--- config.mk ---
export PLATFORM = sky130hd
export DESIGN_NAME = block_map_allocator
export DESIGN_NICKNAME = d
export VERILOG_FILES = /design/src/sv/bma_pkg.sv /design/src/sv/bma_datapath.sv /design/src/sv/bma_ctrl.sv /design/src/sv/block_map_allocator.sv
export SDC_FILE = /design/constraint.sdc
export NUM_CORES = 2
export LEC_CHECK = 0
export ABC_AREA = 1
export BUFFER_PORTS_ARGS = -buffer_cell sky130_fd_sc_hd__buf_4
export CORE_MARGIN = 5
export CORE_UTILIZATION = 39
export CTS_CLUSTER_SIZE = 40
export DETAILED_ROUTE_END_ITERATION = 12
export PLACE_DENSITY_LB_ADDON = 0.3
export SYNTH_ARGS = -nofsm -noshare
export SYNTH_HDL_FRONTEND = slang
export SYNTH_HIERARCHICAL = 1
export SYNTH_SLANG_ARGS = --single-unit
--- constraint.sdc ---
create_clock -name clk -period 9.7 [get_ports clk]
set_clock_uncertainty 0.05 [all_clocks]
set_input_delay 1.94 -clock clk [delete_from_list [all_inputs] [get_ports clk]]
set_output_delay 1.94 -clock clk [all_outputs]
set_load 0.02 [all_outputs]
--- src/sv/bma_pkg.sv ---
// Shared types and constants of the block map allocator.
// No dependencies; imported by every module of the block.
`timescale 1ns / 1ps

package bma_pkg;

	localparam int unsigned DEF_BLOCK_BYTES = 128;
	localparam int unsigned DEF_POOL_BYTES  = 32 * 1024;

	typedef enum logic [1:0] {
		OP_ALLOC = 2'd0,
		OP_FREE  = 2'd1,
		OP_CLEAR = 2'd2,
		OP_NOP   = 2'd3
	} bma_op_t;

	typedef enum logic [1:0] {
		ST_OK      = 2'd0,
		ST_ZERO    = 2'd1,
		ST_NOSPACE = 2'd2,
		ST_RANGE   = 2'd3
	} bma_status_t;

	typedef enum logic [3:0] {
		S_INIT,
		S_IDLE,
		S_DECODE,
		S_SCAN,
		S_MARK,
		S_FREE_RD,
		S_FREE_LD,
		S_FREE_CLR,
		S_WIPE,
		S_DONE
	} bma_state_t;

	typedef struct packed {
		logic        load;
		logic        scan_start;
		logic        scan_step;
		logic        free_read;
		logic        free_load;
		logic        wr_step;
		logic        wr_need;
		logic        wipe_start;
		logic        grant;
		logic        set_err;
		bma_status_t err;
	} bma_cmd_t;

	typedef struct packed {
		logic [1:0] opcode;
		logic       req_zero;
		logic       off_range;
		logic       scan_hit;
		logic       scan_fail;
		logic       rd_zero;
		logic       cnt_last;
		logic       ptr_last;
	} bma_sts_t;

endpackage

--- src/sv/bma_datapath.sv ---
// Datapath of the block map allocator: block table memory, scan and write pointers,
// run tracking and result registers. Depends on bma_pkg.
`timescale 1ns / 1ps

module bma_datapath import bma_pkg::*; #(
	parameter int unsigned BLOCK_BYTES = DEF_BLOCK_BYTES,
	parameter int unsigned POOL_BYTES  = DEF_POOL_BYTES
) (
	input  logic        clk,
	input  logic        arst_n,
	input  logic [1:0]  opcode,
	input  logic [15:0] request_bytes,
	input  logic [15:0] free_offset,
	input  bma_cmd_t    cmd,
	output bma_sts_t    sts,
	output logic [1:0]  status,
	output logic [14:0] granted_offset
);

	localparam int unsigned NUM_BLOCKS = POOL_BYTES / BLOCK_BYTES;
	localparam int unsigned IDX_W      = $clog2(NUM_BLOCKS);
	localparam int unsigned CNT_W      = $clog2(NUM_BLOCKS + 1);
	localparam int unsigned RB_W       = $clog2(POOL_BYTES + BLOCK_BYTES + 1);
	localparam int unsigned CMP_W      = (RB_W > 16) ? RB_W : 16;
	localparam int unsigned RECIP_SH   = 16 + $clog2(BLOCK_BYTES);
	localparam longint unsigned RECIP_M =
		((64'd1 << RECIP_SH) + BLOCK_BYTES - 1) / BLOCK_BYTES;
	localparam int unsigned PROD_W     = RECIP_SH + IDX_W;
	localparam int unsigned GR_RAW     = IDX_W + $clog2(BLOCK_BYTES + 1);
	localparam int unsigned GR_W       = (GR_RAW > 15) ? GR_RAW : 15;
	localparam logic [IDX_W-1:0] LAST_IDX = IDX_W'(NUM_BLOCKS - 1);

	logic [CNT_W-1:0]  mem_q [NUM_BLOCKS];
	logic [CNT_W-1:0]  rdata_q;

	logic [1:0]        opcode_q;
	logic [15:0]       bytes_q;
	logic [15:0]       offset_q;
	logic [IDX_W-1:0]  blk_q;
	logic [IDX_W-1:0]  ptr_q;
	logic              iss_q;
	logic              rv_s1;
	logic [IDX_W-1:0]  ridx_s1;
	logic [CNT_W-1:0]  run_q;
	logic [CMP_W-1:0]  rb_q;
	logic [CNT_W-1:0]  need_q;
	logic [IDX_W-1:0]  base_q;
	logic [IDX_W-1:0]  wptr_q;
	logic [CNT_W-1:0]  cnt_q;
	bma_status_t       st_q;
	logic [14:0]       gr_q;

	logic              we;
	logic              re;
	logic [IDX_W-1:0]  raddr;
	logic [CNT_W-1:0]  wdata;
	logic              free_e;
	logic [CNT_W-1:0]  run_nx;
	logic [CMP_W-1:0]  rb_nx;
	logic              hit;
	logic              fail;
	logic [PROD_W-1:0] prod;
	logic [GR_W-1:0]   gr_prod;

	// offset / BLOCK_BYTES by reciprocal; exact for every offset inside the pool
	assign prod    = PROD_W'(offset_q) * PROD_W'(RECIP_M);
	assign gr_prod = GR_W'(base_q) * GR_W'(BLOCK_BYTES);

	assign free_e = (rdata_q == '0);
	assign run_nx = run_q + CNT_W'(1);
	assign rb_nx  = rb_q + CMP_W'(BLOCK_BYTES);
	assign hit    = rv_s1 && free_e && (rb_nx >= CMP_W'(bytes_q));
	assign fail   = rv_s1 && !hit && (ridx_s1 == '0);

	assign we    = cmd.wr_step;
	assign wdata = cmd.wr_need ? need_q : '0;
	assign re    = cmd.scan_step ? iss_q : cmd.free_read;
	assign raddr = cmd.scan_step ? ptr_q : blk_q;

	always_ff @(posedge clk) begin
		if (we) begin
			mem_q[wptr_q] <= wdata;
		end
		if (re) begin
			rdata_q <= mem_q[raddr];
		end
	end

	always_ff @(posedge clk or negedge arst_n) begin
		if (!arst_n) begin
			iss_q  <= 1'b0;
			rv_s1  <= 1'b0;
			wptr_q <= '0;
		end else begin
			if (cmd.scan_start) begin
				iss_q <= 1'b1;
				rv_s1 <= 1'b0;
			end else if (cmd.scan_step) begin
				rv_s1 <= iss_q;
				if (iss_q && ptr_q == '0) begin
					iss_q <= 1'b0;
				end
			end
			if (cmd.wipe_start) begin
				wptr_q <= '0;
			end else if (cmd.scan_step && hit) begin
				wptr_q <= ridx_s1;
			end else if (cmd.free_load) begin
				wptr_q <= blk_q;
			end else if (cmd.wr_step) begin
				wptr_q <= wptr_q + IDX_W'(1);
			end
		end
	end

	always_ff @(posedge clk) begin
		blk_q <= prod[RECIP_SH +: IDX_W];
		if (cmd.load) begin
			opcode_q <= opcode;
			bytes_q  <= request_bytes;
			offset_q <= free_offset;
			st_q     <= ST_OK;
			gr_q     <= '0;
		end
		if (cmd.set_err) begin
			st_q <= cmd.err;
		end
		if (cmd.grant) begin
			gr_q <= gr_prod[14:0];
		end
		if (cmd.scan_start) begin
			ptr_q <= LAST_IDX;
			run_q <= '0;
			rb_q  <= '0;
		end else if (cmd.scan_step) begin
			if (iss_q && ptr_q != '0) begin
				ptr_q <= ptr_q - IDX_W'(1);
			end
			ridx_s1 <= ptr_q;
			if (rv_s1) begin
				run_q <= free_e ? run_nx : '0;
				rb_q  <= free_e ? rb_nx : '0;
			end
			if (hit) begin
				base_q <= ridx_s1;
				need_q <= run_nx;
				cnt_q  <= run_nx;
			end
		end else if (cmd.free_load) begin
			cnt_q <= rdata_q;
		end else if (cmd.wr_step) begin
			cnt_q <= cnt_q - CNT_W'(1);
		end
	end

	assign sts.opcode    = opcode_q;
	assign sts.req_zero  = (bytes_q == '0);
	assign sts.off_range = (CMP_W'(offset_q) >= CMP_W'(POOL_BYTES));
	assign sts.scan_hit  = hit;
	assign sts.scan_fail = fail;
	assign sts.rd_zero   = free_e;
	assign sts.cnt_last  = (cnt_q == CNT_W'(1));
	assign sts.ptr_last  = (wptr_q == LAST_IDX);

	assign status         = st_q;
	assign granted_offset = gr_q;

endmodule

--- src/sv/bma_ctrl.sv ---
// Controller state machine of the block map allocator: sequences decode, scan,
// mark, free and table wipe, and drives the datapath commands. Depends on bma_pkg.
`timescale 1ns / 1ps

module bma_ctrl import bma_pkg::*; (
	input  logic     clk,
	input  logic     arst_n,
	input  logic     start,
	input  bma_sts_t sts,
	output bma_cmd_t cmd,
	output logic     busy,
	output logic     done
);

	bma_state_t state_q;
	bma_state_t state_nx;

	always_ff @(posedge clk or negedge arst_n) begin
		if (!arst_n) begin
			state_q <= S_INIT;
		end else begin
			state_q <= state_nx;
		end
	end

	always_comb begin
		state_nx = state_q;
		unique case (state_q)
			S_INIT: begin
				if (sts.ptr_last) state_nx = S_IDLE;
			end
			S_IDLE: begin
				if (start) state_nx = S_DECODE;
			end
			S_DECODE: begin
				unique case (sts.opcode)
					OP_ALLOC: state_nx = sts.req_zero ? S_DONE : S_SCAN;
					OP_FREE:  state_nx = sts.off_range ? S_DONE : S_FREE_RD;
					OP_CLEAR: state_nx = S_WIPE;
					default:  state_nx = S_DONE;
				endcase
			end
			S_SCAN: begin
				if (sts.scan_hit) begin
					state_nx = S_MARK;
				end else if (sts.scan_fail) begin
					state_nx = S_DONE;
				end
			end
			S_MARK: begin
				if (sts.cnt_last) state_nx = S_DONE;
			end
			S_FREE_RD: state_nx = S_FREE_LD;
			S_FREE_LD: state_nx = sts.rd_zero ? S_DONE : S_FREE_CLR;
			S_FREE_CLR: begin
				if (sts.cnt_last || sts.ptr_last) state_nx = S_DONE;
			end
			S_WIPE: begin
				if (sts.ptr_last) state_nx = S_DONE;
			end
			S_DONE:  state_nx = S_IDLE;
			default: state_nx = S_IDLE;
		endcase
	end

	always_comb begin
		cmd  = '0;
		cmd.err = ST_OK;
		busy = (state_q != S_IDLE);
		done = 1'b0;
		unique case (state_q)
			S_INIT: cmd.wr_step = 1'b1;
			S_IDLE: cmd.load = start;
			S_DECODE: begin
				unique case (sts.opcode)
					OP_ALLOC: begin
						if (sts.req_zero) begin
							cmd.set_err = 1'b1;
							cmd.err     = ST_ZERO;
						end else begin
							cmd.scan_start = 1'b1;
						end
					end
					OP_FREE: begin
						if (sts.off_range) begin
							cmd.set_err = 1'b1;
							cmd.err     = ST_RANGE;
						end
					end
					OP_CLEAR: cmd.wipe_start = 1'b1;
					default: ;
				endcase
			end
			S_SCAN: begin
				cmd.scan_step = 1'b1;
				if (!sts.scan_hit && sts.scan_fail) begin
					cmd.set_err = 1'b1;
					cmd.err     = ST_NOSPACE;
				end
			end
			S_MARK: begin
				cmd.wr_step = 1'b1;
				cmd.wr_need = 1'b1;
				cmd.grant   = 1'b1;
			end
			S_FREE_RD:  cmd.free_read = 1'b1;
			S_FREE_LD:  cmd.free_load = 1'b1;
			S_FREE_CLR: cmd.wr_step   = 1'b1;
			S_WIPE:     cmd.wr_step   = 1'b1;
			S_DONE:     done          = 1'b1;
			default: ;
		endcase
	end

endmodule

--- src/sv/block_map_allocator.sv ---
// Top level of the block map allocator: controller and datapath.
// Depends on bma_pkg, bma_ctrl and bma_datapath.
//
//  channel  | handshake            | payload
//  ---------+----------------------+---------------------------------------------
//  request  | start, busy          | opcode, request_bytes, free_offset
//  result   | done (1-cycle strobe)| status, granted_offset
//
// A transfer is taken when start is high and busy is low; each gives one result.
// States after acceptance, each ending in done: allocate decodes, scans (one
// table read a cycle) and marks the run; free decodes, reads, loads and clears;
// clear decodes and wipes the table; an error or an unused opcode only decodes.
// busy falls the cycle after done, so the next transfer can be taken in that cycle.
// After reset the table is wiped with busy held high.
// The receiver cannot stall; done marks a result for exactly one cycle.
`timescale 1ns / 1ps

module block_map_allocator import bma_pkg::*; #(
	parameter int unsigned BLOCK_BYTES = DEF_BLOCK_BYTES,
	parameter int unsigned POOL_BYTES  = DEF_POOL_BYTES
) (
	input  logic        clk,
	input  logic        arst_n,
	input  logic        start,
	output logic        busy,
	input  logic [1:0]  opcode,
	input  logic [15:0] request_bytes,
	input  logic [15:0] free_offset,
	output logic        done,
	output logic [1:0]  status,
	output logic [14:0] granted_offset
);

	bma_cmd_t cmd;
	bma_sts_t sts;

	bma_ctrl u_ctrl (
		.clk    (clk),
		.arst_n (arst_n),
		.start  (start),
		.sts    (sts),
		.cmd    (cmd),
		.busy   (busy),
		.done   (done)
	);

	bma_datapath #(
		.BLOCK_BYTES (BLOCK_BYTES),
		.POOL_BYTES  (POOL_BYTES)
	) u_dp (
		.clk            (clk),
		.arst_n         (arst_n),
		.opcode         (opcode),
		.request_bytes  (request_bytes),
		.free_offset    (free_offset),
		.cmd            (cmd),
		.sts            (sts),
		.status         (status),
		.granted_offset (granted_offset)
	);

endmodule

==> results.json <==
{
  "status": "finished, final reports clean",
  "max_freq_mhz": 173,
  "synth_ff_type": "edfxtp_1",
  "critical_path_arrival_ns": 6.35,
  "final_nets": 10100,
  "cp-start-kind": "register",
  "synthTopCellsByArea": "edfxtp_1, nand2_1, nand3_1",
  "numCtsBuffers": 238,
  "r2r-start": "u_ctrl/state_q[3]",
  "synth_seq_cells": 2432,
  "rr_endpoint": "u_dp/rdata_q[7]",
  "dr.first_iter.drc_count": 7615,
  "r2r_cells": 17,
  "rows": 191,
  "core_area_sq_um": 271000,
  "hold_viol": 0,
  "tightest_slew_ns": 1.29,
  "maxCapViolCount": 0,
  "setup_viol": 0,
  "final_cells": 13800,
  "firstDrtPassIters": 6,
  "placed_area_sq_um": 109000,
  "yosysTopAreaCell": "edfxtp_1",
  "r2r_slack_ns": 3.92,
  "place_hpwl_mm": 155,
  "cts_buffer_depth": 3,
  "antenna_found_initial": 2,
  "drc": 0,
  "tns_ns": 0,
  "synth_commonest_cells": "nand2_1, edfxtp_1, nand3_1",
  "die_area_sq_um": 282000,
  "clk_pin_slew_ns": 0.06,
  "io_pins": 56,
  "worst-setup-path-type": "reg2reg",
  "grt_setup_unrepaired": "false",
  "grt_overflow": 0,
  "finalMaxSlewViolations": 0,
  "die_h_um": 531,
  "whs_endpoint": "u_dp/blk_q[2]",
  "avgSynthCellArea_sq_um": 10.4,
  "routed_wl_mm": 284,
  "place_congestion": 0.860,
  "fin_crit_sh_pct": 59.6,
  "min_period_ns": 5.78,
  "post_cts_buffers": 0,
  "synth_seq_area_share_pct": 68.5,
  "max_slew_margin_pct": 13.5,
  "dr_total_vias": 71300,
  "cp_data_required_time_ns": 10.27,
  "grt_usage_pct": 19.5,
  "crit_fanout": 88,
  "cts_tree": "built",
  "grt_pass1_vias": 67400,
  "synthToLayoutAreaGrowth_pct": 10.3,
  "grt_pass1_wl_mm": 424,
  "ant_nets": 0,
  "numPortBuffers": 41,
  "grt_max_degree": 199,
  "holdCritPathClass": "reg2reg",
  "dp.cells": 13400,
  "start_util_pct": 39.2,
  "power_density_nw_per_um2": 175,
  "hold_path_startpoint": "u_dp/offset_q[9]",
  "leakage_nw": 49.2,
  "clkSinkCount": 2432,
  "peakVddDrop_mv": 0.197,
  "end_kind": "register",
  "netlist_area_sq_um": 106000,
  "ctsHoldBuffers": 0,
  "wl_per_cell_um": 20.6,
  "design_area_sq_um": 117000,
  "holdPathStages": 0,
  "avgViaCountPerCell": 5.16,
  "ys.warnings.count": 6,
  "drive_gt1_share_pct": 5.04,
  "synthCells": 10200,
  "yosysTopAreaCellShare_pct": 67.5,
  "synth_cell_types": 45,
  "yosysMostFrequentCell": "nand2_1",
  "cts-resized-gates": 0,
  "cts_max_level": 4,
  "synth-edff-count": 2384,
  "clock_latency_ns": 0.86,
  "ys_async_sr_fraction_pct": 0.576,
  "root_buffer": "clkbuf_16",
  "die_w_um": 531
}
## layer usage
layer / track usage [%] / part of all wire [%] / vias to the layer above
li1: - / - / 33300
met1: 26.7 / 42 / 34800
met2: 31.9 / 47 / 2744
met3: 2.96 / 7.8 / 486
met4: 6.17 / 3.1 / 0
met5: 0 / 0 / -
## cells in the final DEF, fill, tap and decap left out, types with 3 or more instances in the layout
cell type / n
buf_12: 19
inv_8: 10
diode_2: 10
nand4_1: 7
dfrtp_1: 14
conb_1: 7
ha_1: 18
nand2_1: 2760
nand2_2: 6
nor2_2: 5
nand3b_1: 56
or2_2: 4
xnor2_1: 5
dfxtp_1: 34
clkbuf_8: 4
xor2_1: 15
inv_1: 1705
buf_4: 120
o21ai_4: 6
bufinv_16: 22
nand2_4: 3
a21oi_1: 32
inv_2: 8
nand3_1: 2015
edfxtp_1: 2384
nor2_1: 323
nor4_1: 6
inv_6: 10
clkbuf_16: 239
clkinv_2: 40
clkinv_1: 65
clkinvlp_4: 6
clkbuf_1: 53
o21ai_0: 130
nor3_1: 7
o211ai_1: 78
## final cells by class
| class | instances | area, sq um |
|---|---|---|
| fillers | 25100 | 154000 |
| diodes | 10 | 25.0 |
| well taps | 3570 | 4470 |
| multi-input cells | 5503 | 24400 |
| repair buffers | 139 | 1280 |
| flip-flops and latches | 2432 | 72600 |
| inverters | 1727 | 6560 |
| clock inverters | 146 | 1350 |
| clock buffers | 296 | 6230 |
## through the flow
step	hold slack [ns]	total power, W	utilization (%)	setup slack [ns]
after floorplan	0.273	0.0116	-	4.91
after global placement	0.286	0.0116	40.4	4.02
after detailed placement	0.278	0.0116	40.4	4.02
after CTS	0.291	0.0206	43.2	3.97
after global routing	0.299	0.0210	43.2	3.55
final	0.290	0.0204	43.2	3.92
## kinds of logic (layout without fill, tap and decap cells)
logic type      count (synthesis)  after routing  synth area share [%]
xor+xnor                       20             20                 0.165
flops                        2432           2432                  68.5
other cells                     1             17               0.00354
buf+inv                      2297           2308                  8.61
fa+ha+maj                      18             18                 0.212
simple gates                 5200           5200                  21.1
compound gates                258            258                  1.45
## power by group
| part | total [W] | switching (W) | leakage [nW] | internal, W |
|---|---|---|---|---|
| sequential | 0.0114 | 0 | 17.2 | 0.0114 |
| clock | 0.00906 | 0.00394 | 3.70 | 0.00512 |
| combinational | 0.0000129 | 0.00000562 | 28.4 | 0.00000728 |
| total | 0.0204 | 0.00395 | 49.2 | 0.0165 |
## critical path: stages, from the launching register on
cell and delay (ns):
dfrtp_1 0.46, nor2_2 0.27, nand2_1 0.11, inv_1 0.39, buf_4 0.41, nand2_2 0.36, nand2_4 0.71, buf_4 0.89
buf_4 0.57, nand2_1 0.10, nand3_1 0.09, nand3_1 0.13, nand3_1 0.21, nand3_1 0.12, nand3_1 0.12, nand3_1 0.15
nand3_1 0.18, nand2_1 0.08
## registers in the layout, summed over array words and instances (netlist names), 9 cells and up
| name | cells |
|---|---|
| u_dp/need_q | 9 |
| u_dp/offset_q | 9 |
| u_dp/rdata_q | 9 |
| u_dp/rb_q | 9 |
| u_dp/run_q | 9 |
| u_dp/bytes_q | 16 |
| u_dp/mem_q | 2304 |
| u_dp/cnt_q | 9 |
## how the worst max path moves through the flow
| stage | start | depth (start not counted) | slack, ns | endpoint |
|---|---|---|---|---|
| CTS | u_ctrl/state_q[3] | 17 | 3.97 | u_dp/rdata_q[7] |
| global route | u_ctrl/state_q[3] | 17 | 3.55 | u_dp/rdata_q[7] |
| global placement | u_ctrl/state_q[3] | 17 | 4.02 | u_dp/rdata_q[7] |
| finish | u_ctrl/state_q[3] | 17 | 3.92 | u_dp/rdata_q[7] |
| floorplan | u_ctrl/state_q[0] | 7 | 4.91 | u_dp/mem_q[0][0] |
| detailed placement | u_ctrl/state_q[3] | 17 | 4.02 | u_dp/rdata_q[7] |
Power figures use the tool's default switching activity.
